--- config.mk ---
export PLATFORM = sky130hd
export DESIGN_NAME = alternating_bit_sender_flat
export DESIGN_NICKNAME = d
export VERILOG_FILES = /design/src/rtl/abs_pkg.sv /design/src/rtl/abs_in_if.sv /design/src/rtl/abs_out_if.sv /design/src/rtl/abs_ctrl.sv /design/src/rtl/abs_dp.sv /design/src/rtl/alternating_bit_sender.sv /design/src/flat_wrapper.sv
export VERILOG_INCLUDE_DIRS = /design/src /design/src/rtl
export SDC_FILE = /design/constraint.sdc
export NUM_CORES = 1
export LEC_CHECK = 0
export BUFFER_PORTS_ARGS = -buffer_cell sky130_fd_sc_hd__buf_4
export CAP_MARGIN = 20
export CORE_ASPECT_RATIO = 2
export CORE_UTILIZATION = 47
export CTS_BUF_LIST = sky130_fd_sc_hd__clkbuf_2 sky130_fd_sc_hd__clkbuf_4 sky130_fd_sc_hd__clkbuf_8
export DETAILED_ROUTE_END_ITERATION = 8
export RECOVER_POWER = 100
export SYNTH_ARGS = -nofsm -noshare
export SYNTH_HDL_FRONTEND = slang
export SYNTH_SLANG_ARGS = --single-unit
--- constraint.sdc ---
create_clock -name clk -period 8.7 [get_ports clk]
set_input_delay 0.87 -clock clk [delete_from_list [all_inputs] [get_ports clk]]
set_output_delay 0.87 -clock clk [all_outputs]
set_load 0.05 [all_outputs]
--- src/rtl/alternating_bit_sender_assert.svh ---
// assertion macros shared by the alternating-bit sender modules
// expects clk and rst_n in the scope where a macro is used
`ifndef ALTERNATING_BIT_SENDER_ASSERT_SVH
`define ALTERNATING_BIT_SENDER_ASSERT_SVH

// same-cycle implication, checked out of reset
`define ABS_ASSERT_NOW(label, ante, cons, msg) \
  label: assert property (@(posedge clk) disable iff (!rst_n) (ante) |-> (cons)) \
    else $error(msg);

// next-cycle implication, checked out of reset
`define ABS_ASSERT_NEXT(label, ante, cons, msg) \
  label: assert property (@(posedge clk) disable iff (!rst_n) (ante) |=> (cons)) \
    else $error(msg);

`endif

--- src/rtl/abs_pkg.sv ---
// shared types and constants of the alternating-bit sender
// no dependencies
`default_nettype none

package abs_pkg;

  // packet geometry
  localparam int PAYLOAD_BYTES = 20;
  localparam int IDX_W = (PAYLOAD_BYTES > 1) ? $clog2(PAYLOAD_BYTES) : 1;
  localparam logic [IDX_W-1:0] LAST_IDX = IDX_W'(PAYLOAD_BYTES - 1);

  // field widths
  localparam int CMD_W  = 2;
  localparam int BYTE_W = 8;
  localparam int SUM_W  = 13;
  localparam int TMR_W  = 16;

  // timeout register reset value
  localparam logic [TMR_W-1:0] TIMEOUT_RESET = 16'd20;

  // input command codes
  localparam logic [CMD_W-1:0] CMD_MSG     = 2'd0;
  localparam logic [CMD_W-1:0] CMD_ACK     = 2'd1;
  localparam logic [CMD_W-1:0] CMD_TIMEOUT = 2'd2;

  // one input transaction
  typedef struct packed {
    logic [CMD_W-1:0]  command;
    logic [BYTE_W-1:0] data_byte;
    logic              ack_number;
    logic [SUM_W-1:0]  ack_checksum;
  } in_item_t;

  // one result transaction
  typedef struct packed {
    logic [BYTE_W-1:0] packet_byte;
    logic              packet_last;
    logic              packet_sequence;
    logic [SUM_W-1:0]  packet_sum;
    logic              timer_start;
    logic [TMR_W-1:0]  timer_load;
    logic              timer_stop;
  } out_item_t;

  // controller to datapath
  typedef struct packed {
    logic accept;   // input transaction taken this cycle
    logic prime;    // start buffer read of the first byte
    logic send;     // queue one resent byte
  } ctrl_cmd_t;

  // datapath to controller
  typedef struct packed {
    logic q_space;      // output queue can take one more result
    logic timeout_hit;  // current input is a timeout while waiting
    logic resend_last;  // resend counter is at the final byte
  } dp_status_t;

endpackage

`default_nettype wire

--- src/rtl/abs_in_if.sv ---
// input channel of the alternating-bit sender: valid/ready plus payload
// depends on abs_pkg
`default_nettype none

interface abs_in_if import abs_pkg::*; ();
  logic              valid;
  logic              ready;
  logic [CMD_W-1:0]  command;
  logic [BYTE_W-1:0] data_byte;
  logic              ack_number;
  logic [SUM_W-1:0]  ack_checksum;

  modport source (output valid, command, data_byte, ack_number, ack_checksum,
                  input ready);
  modport sink (input valid, command, data_byte, ack_number, ack_checksum,
                output ready);
endinterface

`default_nettype wire

--- src/rtl/abs_out_if.sv ---
// result channel of the alternating-bit sender: valid/ready plus payload
// depends on abs_pkg
`default_nettype none

interface abs_out_if import abs_pkg::*; ();
  logic              valid;
  logic              ready;
  logic [BYTE_W-1:0] packet_byte;
  logic              packet_last;
  logic              packet_sequence;
  logic [SUM_W-1:0]  packet_sum;
  logic              timer_start;
  logic [TMR_W-1:0]  timer_load;
  logic              timer_stop;

  modport source (output valid, packet_byte, packet_last, packet_sequence,
                  packet_sum, timer_start, timer_load, timer_stop,
                  input ready);
  modport sink (input valid, packet_byte, packet_last, packet_sequence,
                packet_sum, timer_start, timer_load, timer_stop,
                output ready);
endinterface

`default_nettype wire

--- src/rtl/abs_ctrl.sv ---
// controller of the alternating-bit sender: input handshake and resend sequencing
// depends on abs_pkg and alternating_bit_sender_assert.svh
`default_nettype none

`include "alternating_bit_sender_assert.svh"

module abs_ctrl import abs_pkg::*; (
  input  wire logic       clk,
  input  wire logic       rst_n,
  input  wire logic       in_valid,
  output logic            in_ready,
  input  wire dp_status_t status,
  output ctrl_cmd_t       cmd
);

  localparam logic [1:0] S_IDLE   = 2'd0;
  localparam logic [1:0] S_PRIME  = 2'd1;
  localparam logic [1:0] S_RESEND = 2'd2;

  logic [1:0] state_r, state_nxt;

  // next state and commands
  always_comb begin
    cmd       = '0;
    in_ready  = 1'b0;
    state_nxt = state_r;
    unique case (state_r)
      S_IDLE: begin
        in_ready   = status.q_space;
        cmd.accept = in_valid && status.q_space;
        if (cmd.accept && status.timeout_hit) begin
          state_nxt = S_PRIME;
        end
      end
      S_PRIME: begin
        cmd.prime = 1'b1;
        state_nxt = S_RESEND;
      end
      S_RESEND: begin
        if (status.q_space) begin
          cmd.send = 1'b1;
          if (status.resend_last) begin
            state_nxt = S_IDLE;
          end
        end
      end
      default: begin
        state_nxt = S_IDLE;
      end
    endcase
  end

  // state register
  always_ff @(posedge clk) begin
    if (!rst_n) begin
      state_r <= S_IDLE;
    end else begin
      state_r <= state_nxt;
    end
  end

  // checks
  `ABS_ASSERT_NEXT(a_timeout_blocks_input, cmd.accept && status.timeout_hit,
                   !in_ready && cmd.prime, "timeout did not start a resend")
  `ABS_ASSERT_NEXT(a_resend_ends_idle, cmd.send && status.resend_last,
                   state_r == S_IDLE, "resend did not return to idle")
  `ABS_ASSERT_NOW(a_one_command, 1'b1, $onehot0({cmd.accept, cmd.prime, cmd.send}),
                  "controller issued overlapping commands")

endmodule

`default_nettype wire

--- src/rtl/abs_dp.sv ---
// datapath of the alternating-bit sender: counters, sums, retransmit buffer,
// output queue; depends on abs_pkg and alternating_bit_sender_assert.svh
`default_nettype none

`include "alternating_bit_sender_assert.svh"

module abs_dp import abs_pkg::*; (
  input  wire logic             clk,
  input  wire logic             rst_n,
  input  wire in_item_t         in_item,
  input  wire ctrl_cmd_t        cmd,
  input  wire logic [TMR_W-1:0] timeout,
  output dp_status_t            status,
  output logic                  out_valid,
  input  wire logic             out_ready,
  output out_item_t             out_item
);

  // protocol state
  logic             ready_r, ready_nxt;
  logic             seq_r, seq_nxt;
  logic             drop_r, drop_nxt;
  logic [IDX_W-1:0] msg_cnt_r, msg_cnt_nxt;
  logic [IDX_W-1:0] ack_cnt_r, ack_cnt_nxt;
  logic [IDX_W-1:0] k_r, k_nxt;
  logic [SUM_W-1:0] msg_sum_r, msg_sum_nxt;
  logic [SUM_W-1:0] ack_sum_r, ack_sum_nxt;
  logic [SUM_W-1:0] stored_sum_r, stored_sum_nxt;

  // retransmit buffer
  logic [BYTE_W-1:0] buf_mem [PAYLOAD_BYTES];
  logic [BYTE_W-1:0] rd_data_r;
  logic              rd_en;
  logic [IDX_W-1:0]  rd_addr;

  // output queue, two entries
  out_item_t q_r [2];
  logic      wp_r, rp_r;
  logic [1:0] count_r, count_nxt;
  logic      push, pop;
  out_item_t push_item;

  logic             is_msg, is_ack, msg_first, msg_last, msg_drop, msg_wr;
  logic             ack_first, ack_last, ack_ok;
  logic [SUM_W-1:0] byte_ext, msg_sum_new, ack_sum_new;

  // decode of the accepted transaction
  always_comb begin
    byte_ext    = {{(SUM_W - BYTE_W){1'b0}}, in_item.data_byte};
    is_msg      = cmd.accept && (in_item.command == CMD_MSG);
    is_ack      = cmd.accept && (in_item.command == CMD_ACK);
    msg_first   = (msg_cnt_r == '0);
    msg_last    = (msg_cnt_r == LAST_IDX);
    msg_drop    = msg_first ? !ready_r : drop_r;
    msg_wr      = is_msg && !msg_drop;
    msg_sum_new = (msg_first ? '0 : msg_sum_r) + byte_ext;
    ack_first   = (ack_cnt_r == '0);
    ack_last    = (ack_cnt_r == LAST_IDX);
    ack_sum_new = (ack_first ? '0 : ack_sum_r) + byte_ext;
    ack_ok      = is_ack && ack_last && !ready_r && (in_item.ack_checksum == ack_sum_new)
                  && (in_item.ack_number == seq_r);
  end

  // next protocol state
  always_comb begin
    ready_nxt      = ready_r;
    seq_nxt        = seq_r;
    drop_nxt       = drop_r;
    msg_cnt_nxt    = msg_cnt_r;
    ack_cnt_nxt    = ack_cnt_r;
    msg_sum_nxt    = msg_sum_r;
    ack_sum_nxt    = ack_sum_r;
    stored_sum_nxt = stored_sum_r;
    k_nxt          = k_r;
    if (is_msg) begin
      msg_sum_nxt = msg_sum_new;
      msg_cnt_nxt = msg_last ? '0 : msg_cnt_r + 1'b1;
      drop_nxt    = msg_last ? 1'b0 : msg_drop;
      if (msg_wr && msg_last) begin
        stored_sum_nxt = msg_sum_new;
        ready_nxt      = 1'b0;
      end
    end
    if (is_ack) begin
      ack_sum_nxt = ack_sum_new;
      ack_cnt_nxt = ack_last ? '0 : ack_cnt_r + 1'b1;
    end
    if (ack_ok) begin
      seq_nxt   = !seq_r;
      ready_nxt = 1'b1;
    end
    if (cmd.prime) begin
      k_nxt = '0;
    end else if (cmd.send) begin
      k_nxt = status.resend_last ? '0 : k_r + 1'b1;
    end
  end

  // result selection
  always_comb begin
    push_item = '0;
    push      = 1'b0;
    if (msg_wr) begin
      push                      = 1'b1;
      push_item.packet_byte     = in_item.data_byte;
      push_item.packet_last     = msg_last;
      push_item.packet_sequence = seq_r;
      push_item.packet_sum      = msg_last ? msg_sum_new : '0;
      push_item.timer_start     = msg_last;
      push_item.timer_load      = msg_last ? timeout : '0;
    end else if (ack_ok) begin
      push                 = 1'b1;
      push_item.timer_stop = 1'b1;
    end else if (cmd.send) begin
      push                      = 1'b1;
      push_item.packet_byte     = rd_data_r;
      push_item.packet_last     = status.resend_last;
      push_item.packet_sequence = seq_r;
      push_item.packet_sum      = status.resend_last ? stored_sum_r : '0;
      push_item.timer_start     = status.resend_last;
      push_item.timer_load      = status.resend_last ? timeout : '0;
    end
  end

  // status toward the controller
  always_comb begin
    status.q_space     = (count_r != 2'd2);
    status.timeout_hit = (in_item.command == CMD_TIMEOUT) && !ready_r;
    status.resend_last = (k_r == LAST_IDX);
  end

  // buffer read: first byte on prime, the following byte on each send
  always_comb begin
    rd_en   = cmd.prime || (cmd.send && !status.resend_last);
    rd_addr = cmd.prime ? '0 : k_r + 1'b1;
  end

  always_ff @(posedge clk) begin
    if (msg_wr) begin
      buf_mem[msg_cnt_r] <= in_item.data_byte;
    end
    if (rd_en) begin
      rd_data_r <= buf_mem[rd_addr];
    end
  end

  // output queue
  always_comb begin
    out_valid = (count_r != 2'd0);
    out_item  = q_r[rp_r];
    pop       = out_valid && out_ready;
    count_nxt = 2'(count_r + {1'b0, push} - {1'b0, pop});
  end

  always_ff @(posedge clk) begin
    if (push) begin
      q_r[wp_r] <= push_item;
    end
  end

  // control registers
  always_ff @(posedge clk) begin
    if (!rst_n) begin
      ready_r      <= 1'b1;
      seq_r        <= 1'b0;
      drop_r       <= 1'b0;
      msg_cnt_r    <= '0;
      ack_cnt_r    <= '0;
      k_r          <= '0;
      msg_sum_r    <= '0;
      ack_sum_r    <= '0;
      stored_sum_r <= '0;
      wp_r         <= 1'b0;
      rp_r         <= 1'b0;
      count_r      <= 2'd0;
    end else begin
      ready_r      <= ready_nxt;
      seq_r        <= seq_nxt;
      drop_r       <= drop_nxt;
      msg_cnt_r    <= msg_cnt_nxt;
      ack_cnt_r    <= ack_cnt_nxt;
      k_r          <= k_nxt;
      msg_sum_r    <= msg_sum_nxt;
      ack_sum_r    <= ack_sum_nxt;
      stored_sum_r <= stored_sum_nxt;
      wp_r         <= wp_r ^ push;
      rp_r         <= rp_r ^ pop;
      count_r      <= count_nxt;
    end
  end

  // checks
  `ABS_ASSERT_NOW(a_push_has_room, push, count_r != 2'd2, "result pushed into full queue")
  `ABS_ASSERT_NOW(a_resend_while_waiting, cmd.send || cmd.prime, !ready_r,
                  "resend while ready for a message")
  `ABS_ASSERT_NEXT(a_ack_flips_seq, ack_ok, seq_r != $past(seq_r) && ready_r,
                   "accepted ack did not flip the sequence bit")

endmodule

`default_nettype wire

--- src/rtl/alternating_bit_sender.sv ---
// top level of the alternating-bit sender: joins controller and datapath
// depends on abs_pkg, abs_in_if, abs_out_if, abs_ctrl, abs_dp
`default_nettype none

// Stop-and-wait sender. Each byte of a message (command 0) that begins while
// the sender is ready leaves as one packet byte on out_ch; the last byte of
// a packet carries the checksum and a timer start with the cfg_wdata
// timeout. A good final ack byte (command 1) gives a single timer_stop
// result. A timeout (command 2) while waiting resends the buffered packet:
// the input is held while the first byte is fetched from the retransmit
// buffer and then while one byte per cycle goes out, stalling whenever the
// output queue is full. Results pass through a two-entry output queue, so
// input is taken while one result waits; with both entries full the input
// stalls until out_ch drains. cfg_we writes the timeout register (reset 20)
// and is meant for idle times.
module alternating_bit_sender import abs_pkg::*; (
  input  wire logic             clk,
  input  wire logic             rst_n,
  abs_in_if.sink                in_ch,
  abs_out_if.source             out_ch,
  input  wire logic             cfg_we,
  input  wire logic [TMR_W-1:0] cfg_wdata
);

  logic [TMR_W-1:0] timeout_r;
  ctrl_cmd_t        cmd;
  dp_status_t       status;
  in_item_t         in_item;
  out_item_t        out_item;
  logic             out_valid;
  logic             in_ready;

  // timeout register
  always_ff @(posedge clk) begin
    if (!rst_n) begin
      timeout_r <= TIMEOUT_RESET;
    end else if (cfg_we) begin
      timeout_r <= cfg_wdata;
    end
  end

  // channel payload packing
  always_comb begin
    in_item.command      = in_ch.command;
    in_item.data_byte    = in_ch.data_byte;
    in_item.ack_number   = in_ch.ack_number;
    in_item.ack_checksum = in_ch.ack_checksum;
  end

  assign in_ch.ready            = in_ready;
  assign out_ch.valid           = out_valid;
  assign out_ch.packet_byte     = out_item.packet_byte;
  assign out_ch.packet_last     = out_item.packet_last;
  assign out_ch.packet_sequence = out_item.packet_sequence;
  assign out_ch.packet_sum      = out_item.packet_sum;
  assign out_ch.timer_start     = out_item.timer_start;
  assign out_ch.timer_load      = out_item.timer_load;
  assign out_ch.timer_stop      = out_item.timer_stop;

  abs_ctrl u_ctrl (
    .clk      (clk),
    .rst_n    (rst_n),
    .in_valid (in_ch.valid),
    .in_ready (in_ready),
    .status   (status),
    .cmd      (cmd)
  );

  abs_dp u_dp (
    .clk       (clk),
    .rst_n     (rst_n),
    .in_item   (in_item),
    .cmd       (cmd),
    .timeout   (timeout_r),
    .status    (status),
    .out_valid (out_valid),
    .out_ready (out_ch.ready),
    .out_item  (out_item)
  );

endmodule

`default_nettype wire

--- src/flat_wrapper.sv ---
// flat-port wrapper written by rule: the top's interface ports become plain ports
module alternating_bit_sender_flat import abs_pkg::*;
  (clk, rst_n, cfg_we, cfg_wdata, in_ch_valid, in_ch_command, in_ch_data_byte, in_ch_ack_number, in_ch_ack_checksum, in_ch_ready, out_ch_valid, out_ch_packet_byte, out_ch_packet_last, out_ch_packet_sequence, out_ch_packet_sum, out_ch_timer_start, out_ch_timer_load, out_ch_timer_stop, out_ch_ready);
  abs_in_if in_ch_i ();
  abs_out_if out_ch_i ();
  input  wire logic clk;
  input  wire logic rst_n;
  input  wire logic cfg_we;
  input  wire logic [TMR_W-1:0] cfg_wdata;
  input wire logic [$bits(in_ch_i.valid)-1:0] in_ch_valid;
  input wire logic [$bits(in_ch_i.command)-1:0] in_ch_command;
  input wire logic [$bits(in_ch_i.data_byte)-1:0] in_ch_data_byte;
  input wire logic [$bits(in_ch_i.ack_number)-1:0] in_ch_ack_number;
  input wire logic [$bits(in_ch_i.ack_checksum)-1:0] in_ch_ack_checksum;
  output wire logic [$bits(in_ch_i.ready)-1:0] in_ch_ready;
  output wire logic [$bits(out_ch_i.valid)-1:0] out_ch_valid;
  output wire logic [$bits(out_ch_i.packet_byte)-1:0] out_ch_packet_byte;
  output wire logic [$bits(out_ch_i.packet_last)-1:0] out_ch_packet_last;
  output wire logic [$bits(out_ch_i.packet_sequence)-1:0] out_ch_packet_sequence;
  output wire logic [$bits(out_ch_i.packet_sum)-1:0] out_ch_packet_sum;
  output wire logic [$bits(out_ch_i.timer_start)-1:0] out_ch_timer_start;
  output wire logic [$bits(out_ch_i.timer_load)-1:0] out_ch_timer_load;
  output wire logic [$bits(out_ch_i.timer_stop)-1:0] out_ch_timer_stop;
  input wire logic [$bits(out_ch_i.ready)-1:0] out_ch_ready;
  assign in_ch_i.valid = in_ch_valid;
  assign in_ch_i.command = in_ch_command;
  assign in_ch_i.data_byte = in_ch_data_byte;
  assign in_ch_i.ack_number = in_ch_ack_number;
  assign in_ch_i.ack_checksum = in_ch_ack_checksum;
  assign in_ch_ready = in_ch_i.ready;
  assign out_ch_valid = out_ch_i.valid;
  assign out_ch_packet_byte = out_ch_i.packet_byte;
  assign out_ch_packet_last = out_ch_i.packet_last;
  assign out_ch_packet_sequence = out_ch_i.packet_sequence;
  assign out_ch_packet_sum = out_ch_i.packet_sum;
  assign out_ch_timer_start = out_ch_i.timer_start;
  assign out_ch_timer_load = out_ch_i.timer_load;
  assign out_ch_timer_stop = out_ch_i.timer_stop;
  assign out_ch_i.ready = out_ch_ready;
  alternating_bit_sender u_core (.clk(clk), .rst_n(rst_n), .in_ch(in_ch_i), .out_ch(out_ch_i), .cfg_we(cfg_we), .cfg_wdata(cfg_wdata));
endmodule
Word-level counts from Yosys, hierarchy flattened --
Memories as Yosys holds them, arrays and structs flattened. A register that Yosys moved wholly into a read port is not among the register bits. Cells that the tools add are included.
Storage, ports and cells: register bits 79, RAM bits 242, input port bits 45, output and inout port bits 43, logic and storage cells 100, memories 2
Memory list:
- u_core.u_dp.buf_mem | depth 20, width 8, rd ports 1, clocked after memory_dff 1, wr ports 1, RTL line abs_dp.sv:31 | logic [BYTE_W-1:0] buf_mem [PAYLOAD_BYTES];
- u_core.u_dp.q_r | depth 2, width 41, rd ports 1, clocked after memory_dff 1, wr ports 1, RTL line abs_dp.sv:37 | out_item_t q_r [2];
Operators by class: $add $sub $neg 7, equality and inequality tests 13, multiplexer cells 34, bitwise logic cells 3, reduce and logical (&&, ||, !) cells 27
Operator list (number):
- 40-bit two-way mux | 3
- 13-bit two-way mux | 4
- 16-bit two-way mux | 2
- 13-bit by 8-bit adder with 13-bit output | 2
- 5-bit two-way mux | 4
- 1-bit two-way mux | 17
- 5-bit by 1-bit adder with 5-bit output, second input constant | 3
- 5-bit equality test, second input constant | 3
- 13-bit equality test | 1
- 1-bit logical AND | 13
- 5-bit logical NOT | 2
- 2-bit inequality test, second input constant | 4
- 2-bit two-way mux | 3
- 2-bit one-hot mux with 3 select lines | 1
- 2-bit by 1-bit equality test with 1-bit output, second input constant | 2
- 2-bit equality test, second input constant | 2
- 1-bit logical NOT | 4
- 2-bit logical NOT | 2
- 2-bit OR reduction | 2
- 3-bit AND reduction | 1
- 2-bit by 1-bit adder with 2-bit output | 1
- 2-bit AND reduction | 1
- 2-bit nonzero test | 1
- 2-bit by 1-bit subtractor with 2-bit output | 1
- other kinds (4) | 5

Longest topological paths before layout --
Gate-level depths: netlist of run 1.
depth after elaboration 12, depth in mapped cells 22, depth with buffers taken out 20

By module --
From an unflattened synthesis of run 1, not the netlist that was laid out.
Unflattened totals: cell total of the unflattened synthesis 1127, area, all modules 14565.2 um^2
By module, submodules not included:
- abs_dp | times used 1, cells an instance 1063, area an instance 13847.0 um^2, sequential area each 8688.3 um^2
- alternating_bit_sender | times used 1, cells an instance 51, area an instance 610.6 um^2, sequential area each 320.3 um^2
- abs_ctrl | times used 1, cells an instance 13, area an instance 107.6 um^2, sequential area each 40.0 um^2

Worst setup path after synthesis of run 1 --
OpenSTA, ideal clock, no wires.
path type reg2reg, from register u_core.u_dp.ack_cnt_r[0], to memory u_core.u_dp.q_r[1][0] (netlist name), enable pin, library setup time 401 ps, arrival 4679 ps, required time 8299 ps, setup slack 3620 ps, cell stages (with the launch flop) 18, buffers on the path 2, period minus slack after synthesis 5080 ps, cell sequence dfxtp_1 inv_1 ha_1 or4b_1 buf_6 clkbuf_1 and2_1 ha_1 fa_1 a21o_1 a2111oi_2 o21ai_1 xor2_1 a21o_1 and4bb_1 nand3_1 nand2_1 ha_1
Between the ends: cells in the longest elaborated chain, start to end 10, elaborated cells on any way between the ends 13, classes of those cells add/sub (1); eq/ne (2); mux (5); reduce/logical (5)
RTL lines:
- from (decl) | RTL line abs_dp.sv:24 | logic [IDX_W-1:0] ack_cnt_r, ack_cnt_nxt;
- from (signal assigned) | RTL line abs_dp.sv:181 | ack_cnt_r <= ack_cnt_nxt;
- 5-bit logical NOT | RTL line abs_dp.sv:57 | ack_first = (ack_cnt_r == '0);
- 13-bit two-way mux | RTL line abs_dp.sv:59 | ack_sum_new = (ack_first ? '0 : ack_sum_r) + byte_ext;
- 13-bit by 8-bit adder with 13-bit output | RTL line abs_dp.sv:59
- 13-bit equality test | RTL line abs_dp.sv:60 | ack_ok = is_ack && ack_last && !ready_r && (in_item.ack_checksum == ack_sum_new)
- 1-bit logical AND * | RTL line abs_dp.sv:60
- 1-bit logical AND * | RTL line abs_dp.sv:61 | && (in_item.ack_number == seq_r);
- 1-bit two-way mux * | RTL line abs_dp.sv:111 | end else if (ack_ok) begin
- 1-bit two-way mux * | RTL line abs_dp.sv:103 | if (msg_wr) begin
- 1-bit two-way mux * | RTL line abs_dp.sv:156 | if (push) begin
- 1-bit two-way mux (not written as such) * | RTL line abs_dp.sv:157 | q_r[wp_r] <= push_item;
- to (decl) | RTL line abs_dp.sv:37
Mark *: on every way between the ends. The rest lies on a longest branch, timed or not.

Worst setup path after layout of run 1 --
from register u_core.u_dp.ack_cnt_r[0], to memory u_core.u_dp.q_r[0][34] (netlist name), enable pin
The elaborated chain is that of the path after synthesis.

==> metrics.yaml, run 1 <==
crit_chain: "inv_1 > ha_1 > or4b_1 > and2_0 > ha_1 > fa_1 > a21o_1 > a2111oi_0 > o21ai_0 > xor2_1 > a21o_1 > and4bb_1 > nand3_1 > nand2_1 > ha_1"
drv_cap: 3
dp_hpwl_um: 23000
grt_pass1_wl_um: 54200
postCtsResizedCells: 0
place_ws_ns: 3.06
dieArea_sq_um: 32000
status: "complete, but fails checks"
setup_ws_ns: 2.11
cts_hold_buffers: 0
initial_utilization: 0.478
gr-total-overflow: 0
syn_area_sq_um: 14700
remaining_drc_errors: 0
crit_path_max_incr_delay_ns: 1.52
r2r_cells: 15
drt-initial-drc-count: 457
p_leak_nw: 5.88
fin_cells: 1720
die_x_um: 127
synth_flop_cell: "edfxtp_1"
area_growth_syn_to_layout_pct: 12.0
clock_latency_ns: 0.59
relSlewSlack: -0.723
tightest_slew_ns: 2.58
post_cts_buffers: 0
criticalPathCategory: "register to register"
crit_path_end_kind: "register"
violations: "capacitance limit, slew limit"
post-route-period-util: 0.758
cp-endpoint: "u_core.u_dp.q_r[0][34]$_DFFE_PP_"
wl_per_cell_um: 20.2
worst_setup_path_start_kind: "register"
grt_pass1_vias: 9892
slowest_stage: "ha_1"
dpl_cell_area_sq_um: 15700
ff2ff_setup_slack_ns: 2.11
htree_levels: 2
tritoncts: "built"
drt_pass1_iterations: 5
via_per_inst: 5.62
cts.clk_slew.worst_paths_ns: 0.07
drv_slew: 115
rsz0062_at_grt: "false"
syn_nets: 1303
setup_viol: 0
cts.sinks: 328
cts.path.max_buffers: 3
cts-root-buf: "clkbuf_8"
core_area_sq_um: 30700
worstPathMaxFanout: 40
cp_data_required_time_ns: 8.87
synth_cell_types: 73
io_pins: 88
skew_ns: 0.0169
rows: 91
antenna_found_initial: 1
yosys_warnings: 0
crit_start: "u_core.u_dp.ack_cnt_r[0]$_SDFFE_PN0P_"
synth_edf_count: 248
ys_ff_latch: 328
yosysMostFrequentCell: "edfxtp_1"
powerDensity_nw_per_um2: 207
synth_area_leaders: "edfxtp_1, dfxtp_1, mux2_2"
min_period_ns: 6.59
drtAntennaViolNets: 0
cp.arrival_ns: 6.77
fmax_mhz: 152
fin_area_sq_um: 16500
finalHoldViolCount: 0
dr_total_vias: 9658
yosysSeqAreaShare: 0.616
hold_path_class: "register to register"
r2r_end: "u_core.u_dp.q_r[0][34]$_DFFE_PP_"
tns_ns: 0
cp_common_cell: "ha_1"
async_flop_share: 0
gp_congestion: 0.885
routed_wl_um: 34700
grt_max_degree: 72
syn_inst: 1229
yosysTopAreaCell: "edfxtp_1"
die_h_um: 252
grt_usage: 0.223
avgSynthCellArea_sq_um: 12.0
io_buffers: 87
cts_buffers: 46
whs_ns: 0.451
reg2reg_from: "u_core.u_dp.ack_cnt_r[0]$_SDFFE_PN0P_"
dp_cells: 1630
layout-drive-gt1-share: 0.147
netlist_top_cells_count: "edfxtp_1, nand2_1, nor2_1"
synth.top_cell.area_share: 0.507
final_net_count: 1383
ir_worst_vdd_mv: 0.142
-- area by class of cell --
type | count | area, sq um
Antenna cell | 1 | 2.50
Clock buffer | 60 | 769
Clock inverter | 26 | 186
Fill cell | 2742 | 14300
Inverter | 31 | 116
Multi-Input combinational cell | 797 | 5240
Sequential cell | 328 | 9050
Tap cell | 372 | 465
Timing Repair Buffer | 105 | 628
-- worst min path at each step --
stage / from / to / slack (ns) / cells after the start
2_1_floorplan: u_core.u_dp.ack_sum_r[5]$_SDFFE_PN0P_ / u_core.u_dp.ack_sum_r[5]$_SDFFE_PN0P_ / 0.43 / 2
3_3_place_gp: u_core.u_dp.msg_sum_r[0]$_SDFFE_PN0P_ / u_core.u_dp.msg_sum_r[0]$_SDFFE_PN0P_ / 0.44 / 2
3_5_place_dp: u_core.u_dp.msg_sum_r[0]$_SDFFE_PN0P_ / u_core.u_dp.msg_sum_r[0]$_SDFFE_PN0P_ / 0.44 / 2
4_1_cts: in_ch_command[0] / u_core.u_ctrl.state_r[0]$_SDFFE_PN0P_ / 0.44 / 2
5_1_grt: in_ch_command[0] / u_core.u_ctrl.state_r[0]$_SDFFE_PN0P_ / 0.46 / 2
6_report: u_core.u_dp.msg_sum_r[6]$_SDFFE_PN0P_ / u_core.u_dp.msg_sum_r[6]$_SDFFE_PN0P_ / 0.45 / 2
-- logic make-up (layout without fill, tap and decap cells) --
kind of cell	Yosys count	count (layout)	synth area share
adders and majority gates	29	29	0.0257
and+or+nand+nor	406	406	0.131
xor gates and xnor gates	38	38	0.0245
buffers and inverters	104	222	0.0278
muxes	96	96	0.0788
AOI/OAI and AO/OA	228	228	0.0960
other	0	1	0
DFF	328	328	0.616
-- report_power, final --
| part | internal, mW | switching [mW] |
|---|---|---|
| clock | 0.646 | 0.594 |
| sequential | 1.71 | 0.0224 |
| combinational | 0.128 | 0.311 |
| total | 2.48 | 0.927 |
-- state kept, by name, summed over array words and instances, names as in the netlist, named ones only --
| signal | cells |
|---|---|
| u_core.u_dp.ready_r | 1 |
| u_core.u_dp.msg_cnt_r | 5 |
| u_core.u_dp.q_r | 80 |
| u_core.u_dp.k_r | 5 |
| u_core.u_dp.ack_sum_r | 13 |
| u_core.u_dp.rd_data_r | 8 |
| u_core.timeout_r | 16 |
| u_core.u_dp.wp_r | 1 |
| u_core.u_dp.count_r | 2 |
| u_core.u_dp.msg_sum_r | 13 |
| u_core.u_dp.ack_cnt_r | 5 |
| u_core.u_dp.stored_sum_r | 13 |
| u_core.u_dp.buf_mem | 160 |
| u_core.u_dp.drop_r | 1 |
| u_core.u_dp.rp_r | 1 |
| u_core.u_ctrl.state_r | 2 |
| u_core.u_dp.seq_r | 1 |
-- layout by cell type, fill, tap and decap left out, types with 27 or more instances in the layout --
cell	n
edfxtp_1	248
nand2_1	120
nor2_1	117
dfxtp_1	79
a21oi_1	78
buf_4	53
clkbuf_8	51
clkbuf_1	50
o21ai_0	49
mux2_2	46
nand3_1	34
mux2i_1	31
inv_1	30
ha_1	27
-- through the flow --
stage / power [mW] / util
after floorplan: 2.09 / -
after CTS: 3.49 / 0.540
final: 3.41 / 0.535
after global placement: 2.24 / 0.509
after global routing: 3.54 / 0.535
after detailed placement: 2.25 / 0.509
-- per-layer routing --
metal | GRT usage | wire [um]
met5 | 0 | 0
met1 | 0.233 | 12700
met2 | 0.437 | 19500
met4 | 0.0993 | 1400
met3 | 0.0278 | 1130
-- worst max-delay path: cells and delay by family (launching register included) --
family / cells / cell delay [ns]
compound gates: 4 / 1.46
flops: 1 / 0.34
buf+inv: 1 / 0.07
xor+xnor: 1 / 0.24
simple gates: 5 / 1.67
fa+ha+maj: 4 / 2.34
No activity file was read; power rests on OpenSTA's default activity.
==> run 2, diff against run 1 <==
--- a/config.mk
+++ b/config.mk
@@ -6,6 +6,7 @@
 export SDC_FILE = /design/constraint.sdc
 export NUM_CORES = 1
 export LEC_CHECK = 0
+export ABC_AREA = 1
 export BUFFER_PORTS_ARGS = -buffer_cell sky130_fd_sc_hd__buf_4
 export CAP_MARGIN = 20
 export CORE_ASPECT_RATIO = 2
==> constraint.sdc (replaced) <==
create_clock -name clk -period 6.7 [get_ports clk]
set_input_delay 0.67 -clock clk [delete_from_list [all_inputs] [get_ports clk]]
set_output_delay 0.67 -clock clk [all_outputs]
set_load 0.05 [all_outputs]
==> run 2 against run 1 <==
Compared with the run above: the flow still finishes with violations (capacitance limit, slew limit); fmax increased by 31%; via count grew 4.3%; die area is 0.47% lower; routed wire length up 2.4%; worst hold slack worse by 0.15 ns; utilization fell by 0.15 points; clock skew rose by 0.024 ns; setup slack lost 0.44 ns.
==> metrics.yaml, run 2 <==
violations: "capacitance limit, slew limit"
cts.clk_slew.worst_paths_ns: 0.07  # about the same
drt_pass1_iterations: 5  # unchanged
yosysSeqAreaShare: 0.619  # +0.00295
drt-initial-drc-count: 498  # +9.0%
hold_path_class: "input port to register"
layout-drive-gt1-share: 0.135  # -0.0116
worst_setup_path_start_kind: "register"
grt_usage: 0.229  # +0.00573
netlist_top_cells_count: "edfxtp_1, nand2_1, nor2_1"
status: "complete, but fails checks"
gr-total-overflow: 0  # unchanged
cts_hold_buffers: 0  # unchanged
dr_total_vias: 10100  # +4.3%
remaining_drc_errors: 0  # unchanged
criticalPathCategory: "register to register"
initial_utilization: 0.476  # -0.00228
io_pins: 88  # unchanged
layout_commonest_cell: "edfxtp_1"
tns_ns: 0  # unchanged
yosys_warnings: 0  # unchanged
drv_cap: 6  # +3
final_net_count: 1536  # +11%
async_flop_share: 0  # unchanged
place_ws_ns: 2.28  # -0.782 ns
yosysMostFrequentCell: "edfxtp_1"
post_cts_buffers: 0  # unchanged
most-common-layout-cells: "edfxtp_1, nand2_1, nor2_1, inv_1, dfxtp_1"
powerDensity_nw_per_um2: 286  # +38%
synth_cell_types: 53  # -27%
ir_worst_vdd_mv: 0.170  # +19%
dieArea_sq_um: 31900  # -0.47%
finalHoldViolCount: 0  # unchanged
dp_cells: 1783  # +9.4%
grt_pass1_vias: 10200  # +3.5%
routed_wl_um: 35500  # +2.4%
setup_viol: 0  # unchanged
dp_hpwl_um: 24200  # +5.2%
io_buffers: 87  # unchanged
fin_cells: 1872  # +8.8%
synth.top_cell.area_share: 0.509  # +0.00243
wl_per_cell_um: 19.0  # -5.9%
syn_inst: 1369  # +11%
postCtsResizedCells: 0  # unchanged
die_h_um: 251  # -0.24%
syn_nets: 1443  # +11%
grt_pass1_wl_um: 55400  # +2.3%
avgSynthCellArea_sq_um: 10.7  # -11%
gp_congestion: 0.840  # -5.1%
tritoncts: "built"
synth_flop_cell: "edfxtp_1"
post-route-period-util: 0.752  # -0.00589
area_growth_syn_to_layout_pct: 12.3
grt_max_degree: 59  # -18%
ys_ff_latch: 328  # unchanged
via_per_inst: 5.38  # -4.1%
largestRegisters: "u_core.u_dp.buf_mem: 160 flops, u_core.u_dp.q_r: 80 flops, u_core.timeout_r: 16 flops"
min_period_ns: 5.04  # -1.56 ns
dpl_cell_area_sq_um: 15600  # -0.51%
core_area_sq_um: 30700  # unchanged
clock_latency_ns: 0.61  # +0.02 ns
cp_data_required_time_ns: 6.91  # -1.96 ns
drtAntennaViolNets: 0  # unchanged
die_x_um: 127  # -0.23%
cp.arrival_ns: 5.24  # -1.53 ns
p_leak_nw: 6.26  # +6.5%
skew_ns: 0.0408  # +0.0240 ns
cts_buffers: 47  # +2.2%
drv_slew: 98  # -15%
cts-root-buf: "clkbuf_8"
synth_edf_count: 248  # unchanged
rsz0062_at_grt: "false"
crit_path_end_kind: "register"
largest_reg_flops: 160  # unchanged
relSlewSlack: -0.254  # +0.468
fillers: 2818  # +2.8%
rows: 91  # unchanged
worstPathMaxFanout: 40  # unchanged
cts.sinks: 328  # unchanged
fin_area_sq_um: 16400  # -0.27%
antenna_found_initial: 1  # unchanged
htree_levels: 2  # unchanged
synth_area_leaders: "edfxtp_1, dfxtp_1, nand2_1"
syn_area_sq_um: 14600  # -0.48%
top_register: "u_core.u_dp.buf_mem"
setup_ws_ns: 1.66  # -0.445 ns
yosysTopAreaCell: "edfxtp_1"
tightest_slew_ns: 1.88  # -0.705 ns
fmax_mhz: 198  # +31%
cts.path.max_buffers: 3  # unchanged
==> run 2: routing by layer <==
layer  vias up  routed length (um)  global-route usage
met5         -                   0                   0
met4         0                1680               0.111
met1      4832               12900               0.233
met2       196               19900               0.451
li1       4971                   -                   -
met3        77                1030              0.0286
==> run 2: final cells by class <==
type                       count  area, sq um  share of cell area
sequential                   328         9050               0.551
multi-input combinational    871         4830               0.294
timing repair buffer         100          578              0.0352
antenna                        1         2.50            0.000152
tap                          372          465              0.0284
clock buffer                  59          743              0.0453
inverter                     114          428              0.0261
clock inverter                27          315              0.0192
==> run 2: worst paths after layout <==
path,from,endpoint,slack (ns),cells after the start
worst max-delay path,u_core.u_dp.count_r[0]$_SDFF_PN0_,u_core.u_dp.q_r[0][14]$_DFFE_PP_,1.66,11
worst max register to register,u_core.u_dp.count_r[0]$_SDFF_PN0_,u_core.u_dp.q_r[0][14]$_DFFE_PP_,1.66,11
worst min register to register,u_core.timeout_r[4]$_SDFFE_PN1P_,u_core.timeout_r[4]$_SDFFE_PN1P_,0.46,2
worst min-delay path,cfg_wdata[2],u_core.timeout_r[2]$_SDFFE_PN1P_,0.30,3
==> run 2: where the power goes <==
group	leakage [nW]	internal, mW	total (mW)	switching, mW
clock	0.541	1.01	1.78	0.770
sequential	2.88	2.24	2.30	0.0573
combinational	2.84	0.179	0.625	0.446
total	6.26	3.42	4.70	1.27
==> run 2: cells by family (layout without fill, tap and decap cells) <==
logic type | after synthesis | in the layout | share of synthesized area
flip-flops | 328 | 328 | 0.619
AND/OR/NAND/NOR | 549 | 549 | 0.165
AO/OA/AOI/OAI | 237 | 237 | 0.103
adder cells (fa/ha/maj) | 29 | 29 | 0.0258
buffers and inverters | 170 | 300 | 0.0466
other | 0 | 1 | 0
multiplexers | 40 | 40 | 0.0308
XOR/XNOR | 16 | 16 | 0.00959
==> run 2: stage by stage <==
stage	total power [mW]	hold slack, ns	util
2_1_floorplan	2.81	0.422	-
3_3_place_gp	3.02	0.431	0.507
3_5_place_dp	3.03	0.445	0.507
4_1_cts	4.80	0.272	0.541
5_1_grt	4.87	0.279	0.534
6_report	4.70	0.303	0.534
==> run 2: critical path: stages, from the launching register on <==
cell	delay [ns]
dfxtp_1	0.35
inv_1	0.06
nand2_1	0.12
nand2_1	0.06
nor2_1	0.18
nand2_2	0.08
nor2_1	1.02
inv_1	0.65
nor2_1	0.71
inv_1	0.28
nand3_1	0.22
ha_2	0.89
==> run 3, diff against run 2 <==
--- a/config.mk
+++ b/config.mk
@@ -6,13 +6,14 @@
 export SDC_FILE = /design/constraint.sdc
 export NUM_CORES = 1
 export LEC_CHECK = 0
-export ABC_AREA = 1
+export ABC_AREA = 0
 export BUFFER_PORTS_ARGS = -buffer_cell sky130_fd_sc_hd__buf_4
 export CAP_MARGIN = 20
 export CORE_ASPECT_RATIO = 2
 export CORE_UTILIZATION = 47
 export CTS_BUF_LIST = sky130_fd_sc_hd__clkbuf_2 sky130_fd_sc_hd__clkbuf_4 sky130_fd_sc_hd__clkbuf_8
 export DETAILED_ROUTE_END_ITERATION = 8
+export PLACE_DENSITY = 0.67
 export RECOVER_POWER = 100
 export SYNTH_ARGS = -nofsm -noshare
 export SYNTH_HDL_FRONTEND = slang
==> constraint.sdc (replaced) <==
create_clock -name clk -period 4.1 [get_ports clk]
set_input_delay 0.41 -clock clk [delete_from_list [all_inputs] [get_ports clk]]
set_output_delay 0.41 -clock clk [all_outputs]
set_load 0.05 [all_outputs]
==> run 3 against run 2 <==
Compared with the run above: the run ends with setup timing left; non-clock buffer count up 77; critical path depth is 9 higher; first-iteration DRC count up 25%.
==> metrics.yaml, run 3 (synthesized netlist as in run 1, its figures left out) <==
dieArea_sq_um: 32000  # +0.47%
dr_total_vias: 10000  # -0.47%
io_buffers: 87  # unchanged
rsz0062_at_grt: "true"
dp_cells: 1690  # -5.2%
remaining_drc_errors: 0  # unchanged
min_period_ns: 4.36  # -0.680 ns
rows: 91  # unchanged
worst_setup_path_start_kind: "register"
cts_buffers: 43  # -8.5%
grt_usage: 0.228  # -0.00107
fmax_mhz: 229  # +16%
via_per_inst: 5.62  # +4.3%
largest_reg_flops: 160  # unchanged
cp_data_required_time_ns: 4.57  # -2.34 ns
layout_commonest_cell: "edfxtp_1"
drtAntennaViolNets: 0  # unchanged
layout-drive-gt1-share: 0.256  # +0.121
core_area_sq_um: 30700  # unchanged
drv_cap: 0  # -6
tritoncts: "built"
p_leak_nw: 6.45  # +3.1%
drt-initial-drc-count: 622  # +25%
gp_congestion: 0.914  # +8.8%
area_growth_syn_to_layout_pct: 19.3
antenna_found_initial: 1  # unchanged
cts.sinks: 328  # unchanged
die_h_um: 252  # +0.24%
violations: "setup timing"
drt_pass1_iterations: 5  # unchanged
ir_worst_vdd_mv: 0.316  # +87%
wl_per_cell_um: 19.8  # +4.2%
io_pins: 88  # unchanged
htree_levels: 2  # unchanged
setup_viol: 82  # +82
largestRegisters: "u_core.u_dp.buf_mem: 160 flops, u_core.u_dp.q_r: 80 flops, u_core.timeout_r: 16 flops"
cp.arrival_ns: 4.83  # -0.41 ns
grt_pass1_wl_um: 55300  # -0.23%
grt_pass1_vias: 10200  # -0.68%
most-common-layout-cells: "edfxtp_1, buf_4, nand2_1, nor2_1, a21oi_1"
cts.clk_slew.worst_paths_ns: 0.07  # about the same
top_register: "u_core.u_dp.buf_mem"
skew_ns: 0.0163  # -0.0245 ns
finalHoldViolCount: 0  # unchanged
post-route-period-util: 1.06  # +0.311
status: "complete, but fails checks"
clock_latency_ns: 0.59  # -0.02 ns
cts-root-buf: "clkbuf_8"
routed_wl_um: 35300  # -0.62%
drv_slew: 0  # -100%
hold_path_class: "input port to register"
tns_ns: -11.14  # -11.14 ns
final_net_count: 1452  # -5.5%
relSlewSlack: 0.199  # +0.453
fin_cells: 1786  # -4.6%
dp_hpwl_um: 24600  # +1.7%
initial_utilization: 0.478  # +0.00228
criticalPathCategory: "register to register"
crit_path_end_kind: "register"
die_x_um: 127  # +0.23%
gr-total-overflow: 0  # unchanged
whs_ns: 0.0381  # -0.265 ns
setup_ws_ns: -0.258  # -1.92 ns
tightest_slew_ns: 1.20  # -0.678 ns
grt_max_degree: 54  # -8.5%
cts.path.max_buffers: 3  # unchanged
worstPathMaxFanout: 3  # -93%
powerDensity_nw_per_um2: 424  # +48%
run 3: cell types whose count changed in the layout (fill, tap and decap cells not counted), sizes merged, moves of 34 or more:
cell | previous run | this run
buf | 52 | 172
nand2 | 218 | 121
inv | 114 | 32
nor2 | 193 | 117
clkbuf | 107 | 66
o211ai | 46 | 8
nand3 | 68 | 34
run 3: final cells by class:
cell class	count	area, sq um
Clock inverter	18	205
Multi-Input combinational cell	797	5410
Inverter	31	116
Tap cell	372	465
Antenna cell	1	2.50
Timing Repair Buffer	177	1510
Fill cell	2586	13200
Sequential cell	328	9050
Clock buffer	62	766
run 3: metal layers:
| metal | share of wire | vias to the layer above | track usage |
|---|---|---|---|
| li1 | - | 4796 | - |
| met1 | 0.36 | 4932 | 0.236 |
| met2 | 0.56 | 217 | 0.441 |
| met3 | 0.030 | 84 | 0.0237 |
| met4 | 0.048 | 0 | 0.124 |
| met5 | 0 | - | 0 |
run 3: repair_timing:
item / in CTS / in global routing
pin swaps: 13 / 10
endpoints found under the setup margin: 82 / 84
hold buffers: 1 / 0
resized for setup: 18 / 25
buffers inserted: 10 / 5
cloned: 5 / 1
endpoints found under the hold margin: 1 / 0
run 3: power breakdown:
part	switching (mW)	internal, mW
combinational	0.659	0.404
sequential	0.0762	3.63
clock	1.24	1.42
run 3: through the flow:
stage	total power, mW	setup slack, ns	utilization	instance area, sq um
5_1_grt	7.68	-0.435	0.570	17500
4_1_cts	7.49	-0.372	0.570	17500
6_report	7.43	-0.258	0.570	17500
3_3_place_gp	4.80	-0.410	0.528	16200
3_5_place_dp	4.80	-0.431	0.528	16200
2_1_floorplan	4.44	-0.286	-	14800
run 3: final timing paths:
path / from / end / slack (ns) / cells past startpoint
worst max register to register: u_core.u_dp.ack_cnt_r[1]$_SDFFE_PN0P_ / u_core.u_dp.count_r[1]$_SDFF_PN0_ / -0.26 / 20
worst min register to register: u_core.u_dp.msg_sum_r[0]$_SDFFE_PN0P_ / u_core.u_dp.msg_sum_r[0]$_SDFFE_PN0P_ / 0.45 / 2
worst min-delay path: cfg_wdata[4] / u_core.timeout_r[4]$_SDFFE_PN1P_ / 0.04 / 3
worst max-delay path: u_core.u_dp.ack_cnt_r[1]$_SDFFE_PN0P_ / u_core.u_dp.count_r[1]$_SDFF_PN0_ / -0.26 / 20
run 3: worst max-delay path, stage by stage, from the launching register on:
cell	delay [ns]
dfxtp_2	0.33
inv_2	0.06
ha_4	0.12
or4b_4	0.47
and2_4	0.16
ha_4	0.16
fa_2	0.36
a21o_1	0.22
a2111oi_4	0.46
o21ai_2	0.11
xor2_1	0.15
a21o_1	0.19
nor4_2	0.26
and4_1	0.27
nor3_2	0.06
ha_1	0.33
inv_2	0.07
ha_4	0.13
xor2_2	0.15
xnor2_1	0.13
nor2_1	0.05
